File: src/cpb_pkg.sv
`timescale 1ns / 1ps

package cpb_pkg;

    localparam int PatW    = 8;
    localparam int CountW  = 8;
    localparam int PeriodW = 16;
    localparam int PhaseW  = 9;

    localparam logic [PeriodW-1:0] PeriodReset = 16'd250;
    localparam logic [PeriodW-1:0] TicksMax    = 16'hFFFF;

    typedef enum logic [1:0] {
        OP_TICK   = 2'd0,
        OP_START  = 2'd1,
        OP_CANCEL = 2'd2,
        OP_UNUSED = 2'd3
    } op_t;

    // One result item as it leaves the block.
    typedef struct packed {
        logic [PatW-1:0] lights;
        logic            lights_write;
        logic            blinking;
        logic            last_result;
    } result_t;

    // All results caused by one input item; the second is used only when two is set.
    typedef struct packed {
        logic    two;
        result_t res0;
        result_t res1;
    } res_pair_t;

    // Command item as held in the input register.
    typedef struct packed {
        op_t                opcode;
        logic [PatW-1:0]    first_pattern;
        logic [PatW-1:0]    second_pattern;
        logic [CountW-1:0]  blink_count;
        logic [PeriodW-1:0] period_ticks;
        logic [PatW-1:0]    end_pattern;
    } cmd_t;

endpackage

File: src/cpb_core.sv
`timescale 1ns / 1ps

module cpb_core (
    input  logic               clk,
    input  logic               rst_n,
    input  logic               step,
    input  cpb_pkg::cmd_t      cmd,
    output cpb_pkg::res_pair_t pair
);
    import cpb_pkg::*;

    logic               active_reg, active_next;
    logic               phase_reg, phase_next;
    logic [PatW-1:0]    first_reg, first_next;
    logic [PatW-1:0]    second_reg, second_next;
    logic [PatW-1:0]    end_reg, end_next;
    logic [PhaseW-1:0]  phases_reg, phases_next;
    logic [PeriodW-1:0] period_reg, period_next;
    logic [PeriodW-1:0] ticks_reg, ticks_next;

    always_comb
    begin
        logic [PeriodW-1:0] ticks_inc;
        logic [PhaseW-1:0]  phases_dec;
        logic [PatW-1:0]    shown;

        active_next = active_reg;
        phase_next  = phase_reg;
        first_next  = first_reg;
        second_next = second_reg;
        end_next    = end_reg;
        phases_next = phases_reg;
        period_next = period_reg;
        ticks_next  = ticks_reg;

        ticks_inc  = (ticks_reg == TicksMax) ? ticks_reg : ticks_reg + 1'b1;
        phases_dec = phases_reg - 1'b1;
        shown      = (!phase_reg) ? second_reg : first_reg;

        pair.two  = 1'b0;
        pair.res0 = '{lights: '0, lights_write: 1'b0, blinking: active_reg, last_result: 1'b1};
        pair.res1 = '{lights: end_reg, lights_write: 1'b1, blinking: 1'b0, last_result: 1'b1};

        case (cmd.opcode)
            OP_START:
            begin
                if (cmd.blink_count == '0)
                begin
                    active_next = 1'b0;
                    pair.res0   = '{lights: cmd.end_pattern, lights_write: 1'b1,
                                    blinking: 1'b0, last_result: 1'b1};
                end
                else
                begin
                    first_next  = cmd.first_pattern;
                    second_next = cmd.second_pattern;
                    end_next    = cmd.end_pattern;
                    period_next = cmd.period_ticks;
                    phases_next = {cmd.blink_count, 1'b0};
                    active_next = 1'b1;
                    phase_next  = 1'b0;
                    ticks_next  = '0;
                    pair.res0   = '{lights: cmd.first_pattern, lights_write: 1'b1,
                                    blinking: 1'b1, last_result: 1'b1};
                end
            end
            OP_CANCEL:
            begin
                active_next        = 1'b0;
                pair.res0.blinking = 1'b0;
            end
            OP_TICK:
            begin
                if (active_reg)
                begin
                    if (ticks_inc < period_reg)
                    begin
                        ticks_next = ticks_inc;
                    end
                    else
                    begin
                        ticks_next  = '0;
                        phase_next  = ~phase_reg;
                        phases_next = phases_dec;
                        if (phases_dec == '0)
                        begin
                            active_next = 1'b0;
                            pair.two    = 1'b1;
                            pair.res0   = '{lights: shown, lights_write: 1'b1,
                                            blinking: 1'b0, last_result: 1'b0};
                        end
                        else
                        begin
                            pair.res0 = '{lights: shown, lights_write: 1'b1,
                                          blinking: 1'b1, last_result: 1'b1};
                        end
                    end
                end
            end
            default:
            begin
                // Unused opcode: report the current state and change nothing.
            end
        endcase
    end

    always_ff @(posedge clk or negedge rst_n)
    begin
        if (!rst_n)
        begin
            active_reg <= 1'b0;
            phase_reg  <= 1'b0;
            first_reg  <= '0;
            second_reg <= '0;
            end_reg    <= '0;
            phases_reg <= '0;
            period_reg <= PeriodReset;
            ticks_reg  <= '0;
        end
        else if (step)
        begin
            active_reg <= active_next;
            phase_reg  <= phase_next;
            first_reg  <= first_next;
            second_reg <= second_next;
            end_reg    <= end_next;
            phases_reg <= phases_next;
            period_reg <= period_next;
            ticks_reg  <= ticks_next;
        end
    end

endmodule

File: src/cpb_out_queue.sv
`timescale 1ns / 1ps

module cpb_out_queue (
    input  logic               clk,
    input  logic               rst_n,
    input  logic               push,
    input  cpb_pkg::res_pair_t push_pair,
    output logic               can_push,
    output logic               out_valid,
    input  logic               out_ready,
    output cpb_pkg::result_t   head
);
    import cpb_pkg::*;

    // Two entries, each holding all results of one item.
    res_pair_t  entry_reg [2];
    logic       wr_ptr_reg, rd_ptr_reg;
    logic [1:0] count_reg, count_next;
    logic       sub_reg;
    logic       xfer;
    logic       pop;
    res_pair_t  head_pair;

    assign head_pair = entry_reg[rd_ptr_reg];
    assign out_valid = (count_reg != 2'd0);
    assign can_push  = (count_reg != 2'd2);
    assign head      = sub_reg ? head_pair.res1 : head_pair.res0;
    assign xfer      = out_valid && out_ready;
    assign pop       = xfer && (!head_pair.two || sub_reg);

    always_comb
    begin
        count_next = count_reg;
        if (push && !pop)
        begin
            count_next = count_reg + 1'b1;
        end
        else if (pop && !push)
        begin
            count_next = count_reg - 1'b1;
        end
    end

    always_ff @(posedge clk)
    begin
        if (push)
        begin
            entry_reg[wr_ptr_reg] <= push_pair;
        end
    end

    always_ff @(posedge clk or negedge rst_n)
    begin
        if (!rst_n)
        begin
            wr_ptr_reg <= 1'b0;
            rd_ptr_reg <= 1'b0;
            count_reg  <= 2'd0;
            sub_reg    <= 1'b0;
        end
        else
        begin
            count_reg <= count_next;
            if (push)
            begin
                wr_ptr_reg <= ~wr_ptr_reg;
            end
            if (pop)
            begin
                rd_ptr_reg <= ~rd_ptr_reg;
                sub_reg    <= 1'b0;
            end
            else if (xfer)
            begin
                sub_reg <= 1'b1;
            end
        end
    end

endmodule

File: src/counted_pattern_blinker.sv
`timescale 1ns / 1ps

// Channel  Handshake               Payload
// input    in_valid / in_ready     opcode, two patterns, blink_count, period_ticks, end_pattern
// output   out_valid / out_ready   lights, lights_write, blinking, last_result
//
// An item is taken into the input register; once the queue has a free entry, the blinker
// state is updated and its one or two results are written into a two-entry result queue.
// Sustained rate is one item per cycle while out_ready is high and each item gives one result;
// an item that ends a blink sequence gives two results, which leave the output port in turn.
// Reset clears all control state, the stored patterns and counters, and sets the period
// to 250 ticks.
// A stalled output side fills the queue, which then holds the input register, which
// then drops in_ready.
module counted_pattern_blinker (
    input  logic                        clk,
    input  logic                        rst_n,
    input  logic                        in_valid,
    output logic                        in_ready,
    input  logic [1:0]                  opcode,
    input  logic [cpb_pkg::PatW-1:0]    first_pattern,
    input  logic [cpb_pkg::PatW-1:0]    second_pattern,
    input  logic [cpb_pkg::CountW-1:0]  blink_count,
    input  logic [cpb_pkg::PeriodW-1:0] period_ticks,
    input  logic [cpb_pkg::PatW-1:0]    end_pattern,
    output logic                        out_valid,
    input  logic                        out_ready,
    output logic [cpb_pkg::PatW-1:0]    lights,
    output logic                        lights_write,
    output logic                        blinking,
    output logic                        last_result
);
    import cpb_pkg::*;

    // Input register: holds one command until the core has taken it.
    logic      in_vld_reg;
    cmd_t      cmd_reg;
    logic      step;
    logic      can_push;
    res_pair_t pair;
    result_t   head;

    // The core advances whenever a command is held and the queue has a free entry.
    assign step     = in_vld_reg && can_push;
    assign in_ready = !in_vld_reg || step;

    always_ff @(posedge clk or negedge rst_n)
    begin
        if (!rst_n)
        begin
            in_vld_reg <= 1'b0;
        end
        else if (in_ready)
        begin
            in_vld_reg <= in_valid;
        end
    end

    // Payload needs no reset; it is qualified by in_vld_reg.
    always_ff @(posedge clk)
    begin
        if (in_ready && in_valid)
        begin
            cmd_reg.opcode         <= op_t'(opcode);
            cmd_reg.first_pattern  <= first_pattern;
            cmd_reg.second_pattern <= second_pattern;
            cmd_reg.blink_count    <= blink_count;
            cmd_reg.period_ticks   <= period_ticks;
            cmd_reg.end_pattern    <= end_pattern;
        end
    end

    cpb_core u_core (
        .clk   (clk),
        .rst_n (rst_n),
        .step  (step),
        .cmd   (cmd_reg),
        .pair  (pair)
    );

    cpb_out_queue u_queue (
        .clk       (clk),
        .rst_n     (rst_n),
        .push      (step),
        .push_pair (pair),
        .can_push  (can_push),
        .out_valid (out_valid),
        .out_ready (out_ready),
        .head      (head)
    );

    assign lights       = head.lights;
    assign lights_write = head.lights_write;
    assign blinking     = head.blinking;
    assign last_result  = head.last_result;

endmodule
File: config.mk
export PLATFORM = sky130hd
export DESIGN_NAME = counted_pattern_blinker
export DESIGN_NICKNAME = d
export VERILOG_FILES = /design/src/cpb_pkg.sv /design/src/cpb_core.sv /design/src/cpb_out_queue.sv /design/src/counted_pattern_blinker.sv
export SDC_FILE = /design/constraint.sdc
export NUM_CORES = 1
export LEC_CHECK = 0
export BUFFER_PORTS_ARGS = -buffer_cell sky130_fd_sc_hd__buf_2
export CAP_MARGIN = 10
export CELL_PAD_IN_SITES_DETAIL_PLACEMENT = 0
export CELL_PAD_IN_SITES_GLOBAL_PLACEMENT = 2
export CORE_UTILIZATION = 45
export DETAILED_ROUTE_END_ITERATION = 6
export HOLD_SLACK_MARGIN = 0.06
export PLACE_DENSITY_LB_ADDON = 0.1
export SETUP_SLACK_MARGIN = 0.1
export SLEW_MARGIN = 10
export SYNTH_ARGS = -nofsm -noshare
export SYNTH_HDL_FRONTEND = slang
export SYNTH_SLANG_ARGS = --single-unit
File: constraint.sdc
create_clock -name clk -period 8.5 [get_ports clk]
set_clock_uncertainty 0.05 [all_clocks]
set_input_delay 2.55 -clock clk [delete_from_list [all_inputs] [get_ports clk]]
set_output_delay 2.55 -clock clk [all_outputs]
set_load 0.02 [all_outputs]
==> flow_summary.ini <==
[cells_and_area]
syn2layout_area_growth_pct = 15.0
layout.cells.non_filler = 820
multiInputGateArea_sq_um = 2370
regArea_sq_um = 4540
largest_reg_flops = 50
nets = 669
drive_gt1_share_pct = 25.8
antenna_cells = 0
stdcell_area_sq_um = 8180
fill_cells = 1323

[clock_network]
clk_pin_slew_ps = 70
post_cts_buffers = 0
cts_hold_buf = 0
cts_tree = done
clockRootBuffer = clkbuf_16
insertion_delay_ps = 420
h-tree-depth = 4
cts_resized = 0
max-clock-path-buffers = 2
cts_buffers = 17
clkSinkCount = 163

[pwr]
powerDensity_nw_per_um2 = 322
ir_drop_mv = 0.147
power_mw = 2.63
p_leak_nw = 3.23

[global_route]
overflow = 0
grtUsageTotal_pct = 19.2
grt_pass1_wl_microns = 23400
antenna_found_initial = 0
grt_max_degree = 74
first_global_vias = 4356

[worst_setup_path]
path_class = flop to output pin
ff2ff_setup_slack_ps = 3960
timing.rr.end = u_queue.entry_reg[1][18]
start_kind = flop
crit_slowest_cell = dfrtp_1
crit_family = flip-flops
r2r_start = u_core.ticks_reg[10]
cp_cell_sequence = mux4_2 > buf_2
end_kind = output pin
reg2reg_depth = 14
worstPathMaxFanout = 15
cp_num_buf_inv = 1
required_ps = 5900
critPathArrivalTime_ps = 2090
cpPeakStageDelay_ps = 870

[routing]
first_iter_violations = 278
drt_pre_antenna_iters = 5
routed_wl_microns = 14400
avgViaCountPerCell = 5.32
wire_per_inst_microns = 17.6
drc = 0
dr_total_vias = 4359
antenna_left = 0

[sta]
tightest_slew_ps = 984
fmax_mhz = 213
min_period_ps = 4690
fin_tns_setup_ps = 0
setup_viol = 0
hold_violations = 0
min_period_over_period_pct = 55.1
drv_slew = 0
setup_slack_ps = 3810
grt_setup_unrepaired = no
slew_headroom_pct = 34.4

[synthesis]
yosysSeqAreaShare_pct = 63.8
ys.flop_type = edfxtp_1
yosysMostFrequentCell = edfxtp_1
yosys_warnings = 0
synth_area_leaders = edfxtp_1 38%, dfrtp_1 24%, mux2_2 4.1%, ha_1 3.3%, mux4_2 2.5%
synthTopCellsByCount = 90 x edfxtp_1, 67 x dfrtp_1, 43 x nand2_1
syn_nets = 602
synth_top_area_share_pct = 38.0
syn_inst = 529
yosys.area.top_type = edfxtp_1
ys_ff_latch = 163
async_flop_share_pct = 44.8
synth_area_per_cell_sq_um = 13.4
synth_edf_count = 90
ys_types = 53
syn_area_sq_um = 7110

[floorplanning]
die_y_microns = 128
num_rows = 45
io_pins = 67
fp.dieArea_sq_um = 16300
start_util_pct = 46.5
die_x_microns = 128
core_sq_um = 15300

[placed_design]
gp_congestion = 0.778
placed_cell_area_sq_um = 7630
placed_cells = 788
hpwl_microns = 9740
dpl_worst_slack_ps = 4000
portBuffers = 66

[run]
max_cap_viol_count = 0

[worst_hold_path]
min_delay_path_depth = 2
min_to = u_core.period_reg[8]
hold_path.startpoint = cmd_reg[16]
hold_class = flop to flop

[status]
status = finished clean
[cells by family (layout without fill, tap and decap cells)]
| logic type | count (synthesis) | count (layout) | synth area share, % |
|---|---|---|---|
| AO/OA/AOI/OAI | 97 | 97 | 9.48 |
| AND/OR/NAND/NOR | 136 | 136 | 9.32 |
| flip-flops | 163 | 163 | 63.8 |
| buffers and inverters | 46 | 126 | 3.01 |
| adder cells (fa/ha/maj) | 19 | 19 | 3.34 |
| multiplexers | 48 | 48 | 8.62 |
| XOR/XNOR | 20 | 20 | 2.46 |
[metal layers]
metal	up-vias	share of wire, %	track usage, %
met4	0	0.82	5.61
met3	9	5.0	4.26
met1	2130	52	30.2
met2	129	43	26.4
met5	-	0	0
li1	2091	-	-
[worst max path at each step]
| stage | to | slack, ps | from | cells after the start |
|---|---|---|---|---|
| 2_1_floorplan | lights[3] | 4220 | u_queue.rd_ptr_reg | 3 |
| 3_3_place_gp | u_queue.entry_reg[0][18] | 4140 | u_core.ticks_reg[10] | 14 |
| 3_5_place_dp | u_queue.entry_reg[0][13] | 4000 | u_core.ticks_reg[10] | 14 |
| 4_1_cts | lights[1] | 3760 | u_queue.rd_ptr_reg | 2 |
| 5_1_grt | u_queue.entry_reg[1][18] | 3670 | u_core.ticks_reg[10] | 14 |
| 6_report | lights[1] | 3810 | u_queue.rd_ptr_reg | 2 |
[placed cells by master, fill, tap and decap left out, drive strengths merged, types with 4 or more instances in the layout]
master and count:
edfxtp 90, buf 72, dfrtp 67, nand2 43
nor2 33, o21ai 31, inv 28, mux2 26
ha 19, clkbuf 18, nor3 16, xnor2 15
mux2i 14, a22o 11, a31oi 10, a21oi 9
a22oi 8, mux4 8, clkinv 7, nand3 6
dfstp 6, xor2 5, nand3b 5, o32a 5
and2 5, nand4 4, or2 4, a31o 4
and3 4, o22ai 4, and4 4
[tightest hold or removal path: cells and delay by family (launching register included)]
family	cells	cell delay, ps
AOI/OAI and AO/OA	1	60
and+or+nand+nor	1	40
DFF	1	320
[report_power, final]
| group | leakage, nW | internal [mW] | switching, mW | total, mW |
|---|---|---|---|---|
| Combinational | 1.21 | 0.290 | 0.366 | 0.656 |
| Sequential | 1.75 | 1.11 | 0.148 | 1.26 |
| Clock | 0.274 | 0.384 | 0.332 | 0.716 |
| Total | 3.23 | 1.79 | 0.846 | 2.63 |
[final cells by class]
class	count	share of cell area [%]
tap	211	3.23
multi-input combinational	320	29.0
inverter	22	1.01
sequential	163	55.4
clock buffer	18	5.24
clock inverter	14	1.53
timing repair buffer	72	4.59
[metrics by stage]
stage                     hold WS, ps  utilization, %
final                             407            53.4
after CTS                         411            53.4
after floorplan                   376               -
after detailed placement          396            49.8
after global placement            386            49.8
after global routing              432            53.4
Power figures use the tool's default switching activity.
